==> src/design/bus_voltage_filter_fault_monitor_top_defines.svh <==
// Assertion macros for the bus voltage filter and fault monitor.
`ifndef BUS_VOLTAGE_FILTER_FAULT_MONITOR_TOP_DEFINES_SVH
`define BUS_VOLTAGE_FILTER_FAULT_MONITOR_TOP_DEFINES_SVH

// Same-cycle implication, checked on every rising edge outside reset.
`define BVF_ASSERT_IMP(label, ante, cons, msg) \
    label: assert property (@(posedge i_clk) disable iff (!i_rst_n) (ante) |-> (cons)) \
        else $error(msg);

// Next-cycle implication.
`define BVF_ASSERT_NXT(label, ante, cons, msg) \
    label: assert property (@(posedge i_clk) disable iff (!i_rst_n) (ante) |=> (cons)) \
        else $error(msg);

`endif

==> src/design/bvf_pkg.sv <==
// Shared types and constants for the bus voltage filter and fault monitor.
package bvf_pkg;

    localparam int MAX_WINDOW_DEF = 32;
    localparam int SAMPLE_W       = 16;
    localparam int WIN_W          = 6;
    localparam int CFG_IDX_W      = 3;
    localparam int CFG_DATA_W     = 16;
    localparam int Q_DEPTH        = 2;
    localparam int TRIM_DROP      = 2;
    localparam int MIN_WINDOW     = 3;

    localparam logic [SAMPLE_W-1:0] INVALID_CODE = 16'hFFFF;

    localparam logic [15:0]      RST_OVER    = 16'hFFFF;
    localparam logic [15:0]      RST_UNDER   = 16'h0000;
    localparam logic [WIN_W-1:0] RST_WINDOW  = 6'd8;
    localparam logic [15:0]      RST_CHECKS  = 16'd2000;

    typedef enum logic [CFG_IDX_W-1:0] {
        CFG_OVER    = 3'd0,
        CFG_UNDER   = 3'd1,
        CFG_WINDOW  = 3'd2,
        CFG_TRIMMED = 3'd3,
        CFG_CHECKS  = 3'd4
    } t_cfg_idx;

    typedef enum logic [1:0] {
        FAULT_NONE  = 2'd0,
        FAULT_OVER  = 2'd1,
        FAULT_UNDER = 2'd2
    } t_fault;

    // Work items handed from front to back.
    typedef enum logic [1:0] {
        OP_CLEAR = 2'd0,
        OP_PUSH  = 2'd1,
        OP_TRIM  = 2'd2,
        OP_SKIP  = 2'd3
    } t_op;

    typedef enum logic [2:0] {
        BK_IDLE,
        BK_CLEAR,
        BK_WRITE,
        BK_SUM,
        BK_DIV,
        BK_EMIT
    } t_back_state;

    typedef struct packed {
        logic [15:0] over;
        logic [15:0] under;
        logic        trimmed;
        logic [15:0] checks;
    } t_cfg;

    typedef struct packed {
        logic busy;
        logic emit;
    } t_back_stat;

endpackage

==> src/design/bvf_queue.sv <==
// Small request queue between the front and back parts.
module bvf_queue import bvf_pkg::*; #(
    parameter int W = 8
) (
    input  logic         i_clk,
    input  logic         i_rst_n,
    input  logic         i_wr,
    input  logic [W-1:0] i_wdata,
    input  logic         i_rd,
    output logic [W-1:0] o_rdata,
    output logic         o_valid,
    output logic         o_full
);
    localparam int QPTR_W = (Q_DEPTH > 1) ? $clog2(Q_DEPTH) : 1;
    localparam int QCNT_W = $clog2(Q_DEPTH + 1);

    logic [W-1:0]      r_mem [Q_DEPTH];
    logic [QPTR_W-1:0] r_wp, r_rp, n_wp, n_rp;
    logic [QCNT_W-1:0] r_cnt, n_cnt;

    assign o_valid = (r_cnt != '0);
    assign o_full  = (r_cnt == QCNT_W'(Q_DEPTH));
    assign o_rdata = r_mem[r_rp];

    always_comb begin
        n_wp  = r_wp;
        n_rp  = r_rp;
        n_cnt = r_cnt;
        if (i_wr) begin
            n_wp = (r_wp == QPTR_W'(Q_DEPTH - 1)) ? '0 : r_wp + 1'b1;
        end
        if (i_rd) begin
            n_rp = (r_rp == QPTR_W'(Q_DEPTH - 1)) ? '0 : r_rp + 1'b1;
        end
        if (i_wr && !i_rd) begin
            n_cnt = r_cnt + 1'b1;
        end else if (i_rd && !i_wr) begin
            n_cnt = r_cnt - 1'b1;
        end
    end

    always_ff @(posedge i_clk) begin
        if (!i_rst_n) begin
            r_wp  <= '0;
            r_rp  <= '0;
            r_cnt <= '0;
        end else begin
            r_wp  <= n_wp;
            r_rp  <= n_rp;
            r_cnt <= n_cnt;
        end
    end

    always_ff @(posedge i_clk) begin
        if (i_wr) begin
            r_mem[r_wp] <= i_wdata;
        end
    end

endmodule

==> src/design/bvf_front.sv <==
// Front part: accepts requests, classifies them and collects trimmed bursts.
module bvf_front import bvf_pkg::*; #(
    parameter int MAX_WINDOW = MAX_WINDOW_DEF
) (
    input  logic                                        i_clk,
    input  logic                                        i_rst_n,
    input  logic                                        i_in_valid,
    input  logic                                        i_cmd,
    input  logic [SAMPLE_W-1:0]                         i_sample,
    output logic                                        o_in_stall,
    input  t_cfg                                        i_cfg,
    input  logic [$clog2(MAX_WINDOW+1)-1:0]             i_len,
    input  logic                                        i_flush,
    input  logic                                        i_q_full,
    output logic                                        o_q_wr,
    output t_op                                         o_q_op,
    output logic [SAMPLE_W+$clog2(MAX_WINDOW+1)-1:0]    o_q_data
);
    localparam int CNT_W = $clog2(MAX_WINDOW + 1);
    localparam int SUM_W = SAMPLE_W + CNT_W;

    logic [CNT_W-1:0]    r_bcnt, n_bcnt;
    logic [SUM_W-1:0]    r_bsum, n_bsum;
    logic [SAMPLE_W-1:0] r_bmin, n_bmin, r_bmax, n_bmax;
    logic                w_acc;
    logic                w_first;
    logic [CNT_W-1:0]    w_cnt_inc;
    logic [16:0]         w_mid_sum;

    assign o_in_stall = i_q_full;
    assign w_acc      = i_in_valid && !i_q_full;
    assign w_first    = (r_bcnt == '0);
    assign w_cnt_inc  = r_bcnt + 1'b1;
    assign w_mid_sum  = {1'b0, i_cfg.over} + {1'b0, i_cfg.under};

    always_comb begin
        n_bcnt   = r_bcnt;
        n_bsum   = r_bsum;
        n_bmin   = r_bmin;
        n_bmax   = r_bmax;
        o_q_wr   = 1'b0;
        o_q_op   = OP_SKIP;
        o_q_data = SUM_W'(i_sample);
        if (w_acc) begin
            if (i_cmd) begin
                o_q_wr   = 1'b1;
                o_q_op   = OP_CLEAR;
                o_q_data = SUM_W'(w_mid_sum[16:1]);
                n_bcnt   = '0;
            end else if (!i_cfg.trimmed) begin
                o_q_wr = 1'b1;
                o_q_op = (i_sample == INVALID_CODE) ? OP_SKIP : OP_PUSH;
            end else if (i_sample != INVALID_CODE) begin
                n_bmin = (w_first || i_sample < r_bmin) ? i_sample : r_bmin;
                n_bmax = (w_first || i_sample > r_bmax) ? i_sample : r_bmax;
                n_bsum = (w_first ? '0 : r_bsum) + SUM_W'(i_sample);
                if (w_cnt_inc == i_len) begin
                    o_q_wr   = 1'b1;
                    o_q_op   = OP_TRIM;
                    o_q_data = n_bsum - SUM_W'(n_bmax) - SUM_W'(n_bmin);
                    n_bcnt   = '0;
                end else begin
                    n_bcnt = w_cnt_inc;
                end
            end
        end
        if (i_flush) begin
            n_bcnt = '0;
        end
    end

    always_ff @(posedge i_clk) begin
        if (!i_rst_n) begin
            r_bcnt <= '0;
        end else begin
            r_bcnt <= n_bcnt;
        end
    end

    always_ff @(posedge i_clk) begin
        r_bsum <= n_bsum;
        r_bmin <= n_bmin;
        r_bmax <= n_bmax;
    end

endmodule

==> src/design/bvf_back.sv <==
// Back part: ring memory, sum sweep, shared serial divider and fault check.
module bvf_back import bvf_pkg::*; #(
    parameter int MAX_WINDOW = MAX_WINDOW_DEF
) (
    input  logic                                        i_clk,
    input  logic                                        i_rst_n,
    input  t_cfg                                        i_cfg,
    input  logic [$clog2(MAX_WINDOW+1)-1:0]             i_len,
    input  logic                                        i_q_valid,
    input  t_op                                         i_q_op,
    input  logic [SAMPLE_W+$clog2(MAX_WINDOW+1)-1:0]    i_q_data,
    output logic                                        o_q_rd,
    output logic                                        o_out_valid,
    input  logic                                        i_out_stall,
    output logic [1:0]                                  o_fault,
    output logic [SAMPLE_W-1:0]                         o_average,
    output logic [SAMPLE_W-1:0]                         o_latest,
    output t_back_stat                                  o_stat
);
    localparam int CNT_W  = $clog2(MAX_WINDOW + 1);
    localparam int IDX_W  = (MAX_WINDOW > 1) ? $clog2(MAX_WINDOW) : 1;
    localparam int SUM_W  = SAMPLE_W + CNT_W;
    localparam int STEP_W = $clog2(SUM_W);

    t_back_state r_state, n_state;

    logic [SAMPLE_W-1:0] r_ring [MAX_WINDOW];
    logic [MAX_WINDOW-1:0] r_ring_vld;
    logic [SAMPLE_W-1:0] r_rd_data;
    logic                r_rd_vld;
    logic                w_mem_we, w_mem_re;
    logic [IDX_W-1:0]    w_mem_waddr, w_mem_raddr;
    logic [SAMPLE_W-1:0] w_mem_wdata;
    logic [SAMPLE_W-1:0] w_rd_val;

    logic [SAMPLE_W-1:0] r_entry, n_entry;
    logic [IDX_W-1:0]    r_wr_idx, n_wr_idx;
    logic [CNT_W-1:0]    r_cnt, n_cnt;
    logic                r_rd_pend, n_rd_pend;
    logic [SUM_W-1:0]    r_acc, n_acc;
    logic [SUM_W-1:0]    r_quo, n_quo;
    logic [CNT_W-1:0]    r_rem, n_rem;
    logic [CNT_W-1:0]    r_div, n_div;
    logic [STEP_W-1:0]   r_step, n_step;
    logic                r_trim, n_trim;
    logic [SAMPLE_W-1:0] r_avg, n_avg;
    logic [SAMPLE_W-1:0] r_latest, n_latest;
    logic [15:0]         r_su_cnt, n_su_cnt;
    logic                r_su_done, n_su_done;
    logic                r_out_valid, n_out_valid;
    t_fault              r_fault, n_fault;
    logic [SAMPLE_W-1:0] r_out_avg, n_out_avg;
    logic [SAMPLE_W-1:0] r_out_latest, n_out_latest;

    logic [CNT_W:0]      w_rem_sh;
    logic [CNT_W:0]      w_rem_sub;
    logic                w_qbit;
    logic [IDX_W-1:0]    w_slot;

    assign w_rd_val   = r_rd_vld ? r_rd_data : '0;
    assign w_rem_sh   = {r_rem, r_quo[SUM_W-1]};
    assign w_rem_sub  = w_rem_sh - {1'b0, r_div};
    assign w_qbit     = (w_rem_sh >= {1'b0, r_div});
    // A stale write index (window shrunk since) restarts at slot zero.
    assign w_slot     = ({1'b0, r_wr_idx} >= (IDX_W+1)'(i_len)) ? '0 : r_wr_idx;

    assign o_out_valid = r_out_valid;
    assign o_fault     = r_fault;
    assign o_average   = r_out_avg;
    assign o_latest    = r_out_latest;
    assign o_stat.busy = (r_state != BK_IDLE);
    assign o_stat.emit = (r_state == BK_EMIT);

    always_comb begin
        n_state      = r_state;
        n_entry      = r_entry;
        n_wr_idx     = r_wr_idx;
        n_cnt        = r_cnt;
        n_rd_pend    = 1'b0;
        n_acc        = r_acc;
        n_quo        = r_quo;
        n_rem        = r_rem;
        n_div        = r_div;
        n_step       = r_step;
        n_trim       = r_trim;
        n_avg        = r_avg;
        n_latest     = r_latest;
        n_su_cnt     = r_su_cnt;
        n_su_done    = r_su_done;
        n_out_valid  = r_out_valid && i_out_stall;
        n_fault      = r_fault;
        n_out_avg    = r_out_avg;
        n_out_latest = r_out_latest;
        o_q_rd       = 1'b0;
        w_mem_we     = 1'b0;
        w_mem_waddr  = r_cnt[IDX_W-1:0];
        w_mem_wdata  = r_entry;
        w_mem_re     = 1'b0;
        w_mem_raddr  = r_cnt[IDX_W-1:0];

        unique case (r_state)
            BK_IDLE: begin
                if (i_q_valid) begin
                    o_q_rd = 1'b1;
                    unique case (i_q_op)
                        OP_CLEAR: begin
                            n_entry  = i_q_data[SAMPLE_W-1:0];
                            n_avg    = i_q_data[SAMPLE_W-1:0];
                            n_latest = i_q_data[SAMPLE_W-1:0];
                            n_wr_idx = '0;
                            n_cnt    = '0;
                            n_state  = BK_CLEAR;
                        end
                        OP_PUSH: begin
                            n_entry = i_q_data[SAMPLE_W-1:0];
                            n_state = BK_WRITE;
                        end
                        OP_TRIM: begin
                            n_quo   = i_q_data;
                            n_rem   = '0;
                            n_div   = i_len - CNT_W'(TRIM_DROP);
                            n_step  = '0;
                            n_trim  = 1'b1;
                            n_state = BK_DIV;
                        end
                        OP_SKIP: begin
                            n_state = BK_EMIT;
                        end
                        default: n_state = BK_IDLE;
                    endcase
                end
            end
            BK_CLEAR: begin
                w_mem_we = 1'b1;
                n_cnt    = r_cnt + 1'b1;
                if (r_cnt == i_len - 1'b1) begin
                    n_state = BK_IDLE;
                end
            end
            BK_WRITE: begin
                w_mem_we    = 1'b1;
                w_mem_waddr = w_slot;
                n_latest    = r_entry;
                n_wr_idx    = ({1'b0, w_slot} < (IDX_W+1)'(i_len - 1'b1))
                              ? w_slot + 1'b1 : '0;
                n_cnt       = '0;
                n_acc       = '0;
                n_state     = BK_SUM;
            end
            BK_SUM: begin
                if (r_cnt < i_len) begin
                    w_mem_re  = 1'b1;
                    n_cnt     = r_cnt + 1'b1;
                    n_rd_pend = 1'b1;
                end
                if (r_rd_pend) begin
                    n_acc = r_acc + SUM_W'(w_rd_val);
                end
                if (r_cnt == i_len && !r_rd_pend) begin
                    n_quo   = r_acc;
                    n_rem   = '0;
                    n_div   = i_len;
                    n_step  = '0;
                    n_trim  = 1'b0;
                    n_state = BK_DIV;
                end
            end
            BK_DIV: begin
                // Restoring divide, one quotient bit per cycle.
                n_rem  = w_qbit ? w_rem_sub[CNT_W-1:0] : w_rem_sh[CNT_W-1:0];
                n_quo  = {r_quo[SUM_W-2:0], w_qbit};
                n_step = r_step + 1'b1;
                if (r_step == STEP_W'(SUM_W - 1)) begin
                    if (r_trim) begin
                        n_entry = n_quo[SAMPLE_W-1:0];
                        n_state = BK_WRITE;
                    end else begin
                        n_avg   = n_quo[SAMPLE_W-1:0];
                        n_state = BK_EMIT;
                    end
                end
            end
            BK_EMIT: begin
                if (!r_out_valid || !i_out_stall) begin
                    if (!r_su_done && r_su_cnt >= i_cfg.checks) begin
                        n_su_done = 1'b1;
                    end else if (!r_su_done) begin
                        n_su_cnt = r_su_cnt + 1'b1;
                    end
                    priority if (r_avg > i_cfg.over) begin
                        n_fault = FAULT_OVER;
                    end else if (r_avg < i_cfg.under && n_su_done) begin
                        n_fault = FAULT_UNDER;
                    end else begin
                        n_fault = FAULT_NONE;
                    end
                    n_out_valid  = 1'b1;
                    n_out_avg    = r_avg;
                    n_out_latest = r_latest;
                    n_state      = BK_IDLE;
                end
            end
            default: n_state = BK_IDLE;
        endcase
    end

    always_ff @(posedge i_clk) begin
        if (!i_rst_n) begin
            r_state     <= BK_IDLE;
            r_wr_idx    <= '0;
            r_rd_pend   <= 1'b0;
            r_avg       <= '0;
            r_latest    <= '0;
            r_su_cnt    <= '0;
            r_su_done   <= 1'b0;
            r_out_valid <= 1'b0;
            r_ring_vld  <= '0;
            r_rd_vld    <= 1'b0;
        end else begin
            r_state     <= n_state;
            r_wr_idx    <= n_wr_idx;
            r_rd_pend   <= n_rd_pend;
            r_avg       <= n_avg;
            r_latest    <= n_latest;
            r_su_cnt    <= n_su_cnt;
            r_su_done   <= n_su_done;
            r_out_valid <= n_out_valid;
            if (w_mem_we) begin
                r_ring_vld[w_mem_waddr] <= 1'b1;
            end
            if (w_mem_re) begin
                r_rd_vld <= r_ring_vld[w_mem_raddr];
            end
        end
    end

    always_ff @(posedge i_clk) begin
        r_entry      <= n_entry;
        r_cnt        <= n_cnt;
        r_acc        <= n_acc;
        r_quo        <= n_quo;
        r_rem        <= n_rem;
        r_div        <= n_div;
        r_step       <= n_step;
        r_trim       <= n_trim;
        r_fault      <= n_fault;
        r_out_avg    <= n_out_avg;
        r_out_latest <= n_out_latest;
    end

    // Ring storage: one write port, one registered read port.
    always_ff @(posedge i_clk) begin
        if (w_mem_we) begin
            r_ring[w_mem_waddr] <= w_mem_wdata;
        end
        if (w_mem_re) begin
            r_rd_data <= r_ring[w_mem_raddr];
        end
    end

endmodule

==> src/design/bus_voltage_filter_fault_monitor_top.sv <==
// Top level of the bus voltage moving-average filter and fault monitor.
//
//  Channel | Direction | Handshake                 | Payload
//  --------+-----------+---------------------------+------------------------------
//  in      | request   | i_in_valid / o_in_stall   | i_cmd, i_sample
//  out     | result    | o_out_valid / i_out_stall | o_fault, o_average, o_latest
//  cfg     | write     | i_cfg_we                  | i_cfg_idx, i_cfg_data
//
// A direct sample passes through the back part as pop, ring write, ring sweep,
// divide (one quotient bit a cycle) and fault check. A request that completes a
// trimmed burst first runs the divider once more before its ring write; other
// trimmed samples stay in the front part. A clear writes every window slot.
// Reset clears the ring's valid bits at once; a two-entry queue lets the front
// keep accepting while the back works, and the output register holds a stall.

`include "bus_voltage_filter_fault_monitor_top_defines.svh"

module bus_voltage_filter_fault_monitor_top import bvf_pkg::*; #(
    parameter int MAX_WINDOW = MAX_WINDOW_DEF
) (
    input  logic                  i_clk,
    input  logic                  i_rst_n,
    // request channel
    input  logic                  i_in_valid,
    output logic                  o_in_stall,
    input  logic                  i_cmd,
    input  logic [SAMPLE_W-1:0]   i_sample,
    // result channel
    output logic                  o_out_valid,
    input  logic                  i_out_stall,
    output logic [1:0]            o_fault,
    output logic [SAMPLE_W-1:0]   o_average,
    output logic [SAMPLE_W-1:0]   o_latest,
    // configuration writes
    input  logic                  i_cfg_we,
    input  logic [CFG_IDX_W-1:0]  i_cfg_idx,
    input  logic [CFG_DATA_W-1:0] i_cfg_data
);
    localparam int CNT_W = $clog2(MAX_WINDOW + 1);
    localparam int SUM_W = SAMPLE_W + CNT_W;
    localparam int QW    = SUM_W + 2;

    logic [15:0]      r_over, r_under, r_checks;
    logic [WIN_W-1:0] r_window;
    logic             r_trimmed;
    t_cfg             w_cfg;
    logic [CNT_W-1:0] w_len;
    logic             w_flush;

    logic             w_q_wr, w_q_rd, w_q_valid, w_q_full;
    t_op              w_fr_op;
    logic [SUM_W-1:0] w_fr_data;
    logic [QW-1:0]    w_q_rdata;
    t_back_stat       w_stat;

    assign w_cfg.over    = r_over;
    assign w_cfg.under   = r_under;
    assign w_cfg.trimmed = r_trimmed;
    assign w_cfg.checks  = r_checks;

    // Effective window: register value clamped to [3, MAX_WINDOW].
    assign w_len = (r_window < WIN_W'(MIN_WINDOW)) ? CNT_W'(MIN_WINDOW) :
                   (32'(r_window) > MAX_WINDOW)    ? CNT_W'(MAX_WINDOW) :
                                                     CNT_W'(r_window);

    // Changing window or mode drops a partial trimmed burst.
    assign w_flush = i_cfg_we && (i_cfg_idx == CFG_WINDOW || i_cfg_idx == CFG_TRIMMED);

    always_ff @(posedge i_clk) begin
        if (!i_rst_n) begin
            r_over    <= RST_OVER;
            r_under   <= RST_UNDER;
            r_window  <= RST_WINDOW;
            r_trimmed <= 1'b0;
            r_checks  <= RST_CHECKS;
        end else if (i_cfg_we) begin
            unique case (i_cfg_idx)
                CFG_OVER:    r_over    <= i_cfg_data;
                CFG_UNDER:   r_under   <= i_cfg_data;
                CFG_WINDOW:  r_window  <= i_cfg_data[WIN_W-1:0];
                CFG_TRIMMED: r_trimmed <= i_cfg_data[0];
                CFG_CHECKS:  r_checks  <= i_cfg_data;
                default:     ;
            endcase
        end
    end

    bvf_front #(
        .MAX_WINDOW (MAX_WINDOW)
    ) u_front (
        .i_clk      (i_clk),
        .i_rst_n    (i_rst_n),
        .i_in_valid (i_in_valid),
        .i_cmd      (i_cmd),
        .i_sample   (i_sample),
        .o_in_stall (o_in_stall),
        .i_cfg      (w_cfg),
        .i_len      (w_len),
        .i_flush    (w_flush),
        .i_q_full   (w_q_full),
        .o_q_wr     (w_q_wr),
        .o_q_op     (w_fr_op),
        .o_q_data   (w_fr_data)
    );

    bvf_queue #(
        .W (QW)
    ) u_queue (
        .i_clk   (i_clk),
        .i_rst_n (i_rst_n),
        .i_wr    (w_q_wr),
        .i_wdata ({w_fr_op, w_fr_data}),
        .i_rd    (w_q_rd),
        .o_rdata (w_q_rdata),
        .o_valid (w_q_valid),
        .o_full  (w_q_full)
    );

    bvf_back #(
        .MAX_WINDOW (MAX_WINDOW)
    ) u_back (
        .i_clk       (i_clk),
        .i_rst_n     (i_rst_n),
        .i_cfg       (w_cfg),
        .i_len       (w_len),
        .i_q_valid   (w_q_valid),
        .i_q_op      (t_op'(w_q_rdata[QW-1:SUM_W])),
        .i_q_data    (w_q_rdata[SUM_W-1:0]),
        .o_q_rd      (w_q_rd),
        .o_out_valid (o_out_valid),
        .i_out_stall (i_out_stall),
        .o_fault     (o_fault),
        .o_average   (o_average),
        .o_latest    (o_latest),
        .o_stat      (w_stat)
    );

    // Queue never overflows or underflows, and a result only appears
    // right after the back part's fault-check step.
    `BVF_ASSERT_IMP(a_q_no_overflow, w_q_full, !w_q_wr, "queue written while full")
    `BVF_ASSERT_IMP(a_q_no_underflow, w_q_rd, w_q_valid, "queue read while empty")
    `BVF_ASSERT_IMP(a_result_after_emit, $rose(o_out_valid), $past(w_stat.emit), "result without fault check")
    `BVF_ASSERT_NXT(a_emit_clears_busy, w_stat.emit && !(o_out_valid && i_out_stall), !w_stat.busy, "back stuck after emit")

endmodule
==> config.mk <==
export PLATFORM = sky130hd
export DESIGN_NAME = bus_voltage_filter_fault_monitor_top
export DESIGN_NICKNAME = d
export VERILOG_FILES = /design/src/design/bvf_pkg.sv /design/src/design/bvf_queue.sv /design/src/design/bvf_front.sv /design/src/design/bvf_back.sv /design/src/design/bus_voltage_filter_fault_monitor_top.sv
export VERILOG_INCLUDE_DIRS = /design/src /design/src/design
export SDC_FILE = /design/constraint.sdc
export NUM_CORES = 2
export LEC_CHECK = 0
export CAP_MARGIN = 20
export CORE_ASPECT_RATIO = 0.75
export CORE_MARGIN = 1.5
export CORE_UTILIZATION = 41
export CTS_CLUSTER_SIZE = 12
export DETAILED_ROUTE_END_ITERATION = 6
export DONT_BUFFER_PORTS = 1
export PLACE_DENSITY = 0.56
export SKIP_CTS_REPAIR_TIMING = 1
export SLEW_MARGIN = 0
export SYNTH_ARGS = -nofsm -noshare
export SYNTH_HDL_FRONTEND = slang
export SYNTH_SLANG_ARGS = --single-unit
==> constraint.sdc <==
create_clock -name i_clk -period 8.9 [get_ports i_clk]
set_input_delay 2.67 -clock i_clk [delete_from_list [all_inputs] [get_ports i_clk]]
set_output_delay 2.67 -clock i_clk [all_outputs]
set_load 0.05 [all_outputs]
==> metrics.txt <==
# TYPE chip_impl_metric gauge
chip_impl_info{name="run_status",value="completed"} 1
chip_impl_metric{name="synth_edf_count",unit=""} 748
chip_impl_metric{name="setup.reg_to_reg.worst_slack",unit="ns"} 2.31
chip_impl_metric{name="place.gp.congestion",unit=""} 0.875
chip_impl_metric{name="comb_power_share",unit="%"} 25.9
chip_impl_metric{name="preCtsSetupSlack",unit="ns"} 0.667
chip_impl_metric{name="clock_latency_reported_for_the_late_side_of_the_worst_skew_pair",unit="ns"} 0.69
chip_impl_metric{name="clkSlewWorstSetupHoldPaths",unit="ns"} 0.06
chip_impl_metric{name="drtPass1Iterations",unit=""} 5
chip_impl_metric{name="setup_viol",unit=""} 0
chip_impl_metric{name="dpl_cell_area",unit="sq mm"} 0.0437
chip_impl_metric{name="number_of_port_buffers",unit=""} 0
chip_impl_metric{name="cap_violations",unit=""} 0
chip_impl_metric{name="timing.final.max_slew_violations",unit=""} 0
chip_impl_metric{name="syn_to_final_growth",unit="%"} 12.5
chip_impl_metric{name="cts.sink_count",unit=""} 906
chip_impl_metric{name="power_report.internal_total",unit="uW"} 8800
chip_impl_info{name="synth_flop_cell",value="edfxtp_1"} 1
chip_impl_info{name="worst_r2r_startpoint",value="u_front.r_bcnt[0]$_SDFFE_PP0P_"} 1
chip_impl_metric{name="timing.slew.headroom",unit="%"} 26.3
chip_impl_metric{name="postSynthRegisterBits",unit=""} 906
chip_impl_metric{name="fin_crit_sh",unit="%"} 85.1
chip_impl_metric{name="routed-via-count",unit=""} 24700
chip_impl_metric{name="total_power",unit="uW"} 12600
chip_impl_metric{name="grt_first_pass_wirelength",unit="mm"} 156
chip_impl_metric{name="final_net_count",unit=""} 3234
chip_impl_metric{name="finalWorstPathRequiredPeriod",unit="ns"} 7.58
chip_impl_metric{name="grt_max_degree",unit=""} 157
chip_impl_metric{name="fmax",unit="MHz"} 132
chip_impl_metric{name="cts_max_level",unit=""} 3
chip_impl_metric{name="n_fill_cell",unit=""} 8784
chip_impl_metric{name="reg2reg_depth",unit=""} 27
chip_impl_metric{name="numCtsBuffers",unit=""} 95
chip_impl_metric{name="fin_area",unit="sq mm"} 0.0470
chip_impl_metric{name="critical_path_peak_fanout",unit=""} 14
chip_impl_info{name="post-synth-top-area-cell",value="edfxtp_1"} 1
chip_impl_metric{name="ys_seq_area_share",unit="%"} 61.3
chip_impl_info{name="critical_path.endpoint_type",value="register"} 1
chip_impl_metric{name="numPlacedInstances",unit=""} 4224
chip_impl_metric{name="ys.warnings.count",unit=""} 0
chip_impl_info{name="worst_hold_startpoint",value="u_back.r_latest[10]$_SDFFE_PN0P_"} 1
chip_impl_metric{name="critPathRequiredTime",unit="ns"} 9.40
chip_impl_metric{name="report.final.hold_viol_count",unit=""} 0
chip_impl_metric{name="layout_cell_share_with_drive_strength_beyond_1",unit="%"} 15.4
chip_impl_metric{name="pwr-share-clk",unit="%"} 30.5
chip_impl_metric{name="fin_setup_tns",unit="ns"} 0
chip_impl_info{name="worst_hold_path_type",value="reg2reg"} 1
chip_impl_metric{name="drc",unit=""} 0
chip_impl_metric{name="ir_worst_vdd",unit="mV"} 0.299
chip_impl_metric{name="netlist-cell-type-count",unit=""} 90
chip_impl_info{name="timing.critical_path.from",value="i_sample[7]"} 1
chip_impl_metric{name="via_per_inst",unit=""} 5.60
chip_impl_metric{name="die_area",unit="sq mm"} 0.104
chip_impl_metric{name="initial_utilization",unit="%"} 41.3
chip_impl_metric{name="worst_clock_skew",unit="ns"} 0.0323
chip_impl_metric{name="synthesis.area",unit="sq mm"} 0.0418
chip_impl_metric{name="mean_cell_area_of_the_mapped_netlist",unit="sq um"} 14.2
chip_impl_metric{name="insertedDiodeCount",unit=""} 0
chip_impl_metric{name="detail_route.iter0.violations",unit=""} 2390
chip_impl_metric{name="die-height",unit="um"} 280
chip_impl_metric{name="net-switching-power",unit="uW"} 3820
chip_impl_metric{name="postRouteWirelength",unit="mm"} 104
chip_impl_metric{name="drt.antenna.violating_nets",unit=""} 0
chip_impl_metric{name="syn_inst",unit=""} 2935
chip_impl_info{name="cp-endpoint",value="u_queue.r_mem[1][20]$_DFFE_PP_"} 1
chip_impl_metric{name="io_pins",unit=""} 77
chip_impl_metric{name="power.leakage",unit="uW"} 0.0166
chip_impl_metric{name="ratio_of_total_power_to_cell_area",unit="mW/mm^2"} 268
chip_impl_info{name="grt_setup_unrepaired",value="false"} 1
chip_impl_metric{name="maximum_clock_insertion_buffer_count",unit=""} 3
chip_impl_metric{name="rows",unit=""} 101
chip_impl_metric{name="worstMarginPinSlew",unit="ns"} 1.11
chip_impl_info{name="cts_tree",value="done"} 1
chip_impl_metric{name="grt_remaining_overflow",unit=""} 0
chip_impl_metric{name="hpwl",unit="mm"} 69.1
chip_impl_metric{name="detail_route.wl_per_cell",unit="um"} 23.6
chip_impl_metric{name="post-synth-top-area-fraction",unit="%"} 53.7
chip_impl_metric{name="netSwitchingFraction",unit="%"} 30.3
chip_impl_metric{name="seqPwrFrac",unit="%"} 43.7
chip_impl_info{name="critical_path_class",value="in2reg"} 1
chip_impl_metric{name="synthArstFlopShare",unit="%"} 0
chip_impl_metric{name="setup_slack",unit="ns"} 1.32
chip_impl_metric{name="die-width",unit="um"} 372
chip_impl_metric{name="post_layout_nonfiller_instances",unit=""} 4402
chip_impl_metric{name="initial_antenna_violation_count",unit=""} 5
chip_impl_info{name="crit-reg2reg-capture",value="u_queue.r_mem[1][20]$_DFFE_PP_"} 1
chip_impl_metric{name="synth_nets",unit=""} 3173
chip_impl_metric{name="first_global_vias",unit=""} 24600
chip_impl_metric{name="crit_arrival",unit="ns"} 8.07
chip_impl_info{name="launching_element_type_of_the_critical_path",value="primary input"} 1
chip_impl_info{name="synth_top_cells_by_area",value="edfxtp_1, mux4_2, dfxtp_1"} 1
chip_impl_metric{name="core_area",unit="sq mm"} 0.101
chip_impl_info{name="root_buffer",value="clkbuf_16"} 1
chip_impl_metric{name="gr-usage-all-layers",unit="%"} 20.0
-- routing by layer --
| metal | wire (um) | vias to the layer above | GRT usage [%] |
|---|---|---|---|
| met2 | 45900 | 678 | 29.6 |
| met1 | 50000 | 12500 | 30.5 |
| met4 | 2350 | 2 | 5.03 |
| met3 | 5780 | 159 | 3.41 |
| met5 | 20 | - | 0 |
| li1 | - | 11300 | - |
-- layout make-up --
class	instances	area [sq um]	share of cell area (%)
multi-input cells	1761	15300	32.5
flip-flops and latches	906	25600	54.5
clock inverters	30	392	0.833
clock buffers	134	2610	5.55
inverters	155	587	1.25
repair buffers	77	863	1.84
well taps	1339	1680	3.56
-- per-stage QoR --
| step | utilization [%] | hold WS (ns) |
|---|---|---|
| 2_1_floorplan | - | 0.409 |
| 3_3_place_gp | 43.2 | 0.422 |
| 3_5_place_dp | 43.2 | 0.421 |
| 4_1_cts | 46.2 | 0.436 |
| 5_1_grt | 46.5 | 0.451 |
| 6_report | 46.5 | 0.434 |
-- how the worst min path moves through the flow --
stage	to	slack [ns]	depth (start not counted)
6_report	u_back.o_latest[10]$_DFFE_PP_	0.43	0
5_1_grt	u_back.o_latest[11]$_DFFE_PP_	0.45	0
4_1_cts	u_back.o_latest[11]$_DFFE_PP_	0.44	0
3_5_place_dp	u_back.o_latest[11]$_DFFE_PP_	0.42	0
3_3_place_gp	u_back.o_latest[9]$_DFFE_PP_	0.42	0
2_1_floorplan	u_back.o_latest[0]$_DFFE_PP_	0.41	0
-- registers in the layout (all words and copies together), names as in the netlist, 22 cells and up, named ones only --
| register | flops |
|---|---|
| u_queue.r_mem | 48 |
| u_back.r_ring_vld | 32 |
| u_front.r_bsum | 22 |
| u_back.r_quo | 22 |
| u_back.r_ring | 512 |
| u_back.r_acc | 22 |
-- cell usage in the layout (no fill, tap or decap), types with 23 or more instances in the layout --
master and n:
and2_1 55, nor2_2 29, dfxtp_1 158, clkbuf_16 97, nand2b_1 24, xnor2_1 69
a21oi_1 116, ha_1 177, o21ai_0 99, mux2_2 33, edfxtp_1 748, mux2i_1 83
nor2b_1 64, a22oi_1 31, buf_4 60, nand2_1 187, clkbuf_1 32, nor2_1 151
a21o_1 32, a211oi_1 23, xor2_1 28, o211ai_1 32, inv_1 152, nand3_1 38
a21boi_0 36, mux4_2 170, o21a_1 54
-- cells in the mapped netlist, drive strengths merged, types with 6 or more instances --
cell,count
nor3b,6
mux2,33
nor4,10
and3,16
dfxtp,158
or4,8
fa,20
a211oi,23
a21boi,38
xor2,29
nand2b,24
o31ai,6
buf,21
o21bai,6
a21oi,119
a31oi,12
a22oi,31
ha,177
o21ai,109
a21o,33
edfxtp,748
nor3,28
nand3,38
and2,58
clkbuf,91
inv,153
mux4,170
or3,13
o21a,54
xnor2,69
o211ai,32
nor2,180
mux2i,83
nand4,22
nor2b,65
nand2,187
-- logic make-up after synthesis --
family / synth area share (%)
flip-flops: 61.3
AND/OR/NAND/NOR: 7.84
AO/OA/AOI/OAI: 7.99
multiplexers: 12.0
buffers and inverters: 2.50
adder cells (fa/ha/maj): 6.26
XOR/XNOR: 2.07
-- worst max-delay path: stages --
cell and delay, ns:
ha_1 0.26, o21a_1 0.11, o21ai_0 0.06, nand2b_1 0.07
a21oi_1 0.06, or4_1 0.51, o22ai_2 0.64, mux2i_1 0.38
fa_1 0.45, ha_1 0.34, nor2b_1 0.15, o21ai_1 0.18
a21boi_1 0.14, a41o_1 0.29, o41ai_2 0.41, o21ai_0 0.15
a21o_1 0.22, a211o_1 0.34, or4_1 0.41, a21oi_1 0.20
-- power by group through the flow --
stage | sequential (uW) | clock [uW] | combinational [uW]
after global placement | 5720 | 0 | 2990
after CTS | 5650 | 3940 | 3070
after floorplan | 5560 | 0 | 2200
final | 5520 | 3840 | 3260
after detailed placement | 5740 | 0 | 3050
after global routing | 5550 | 4100 | 3550
Power figures use the tool's default switching activity.
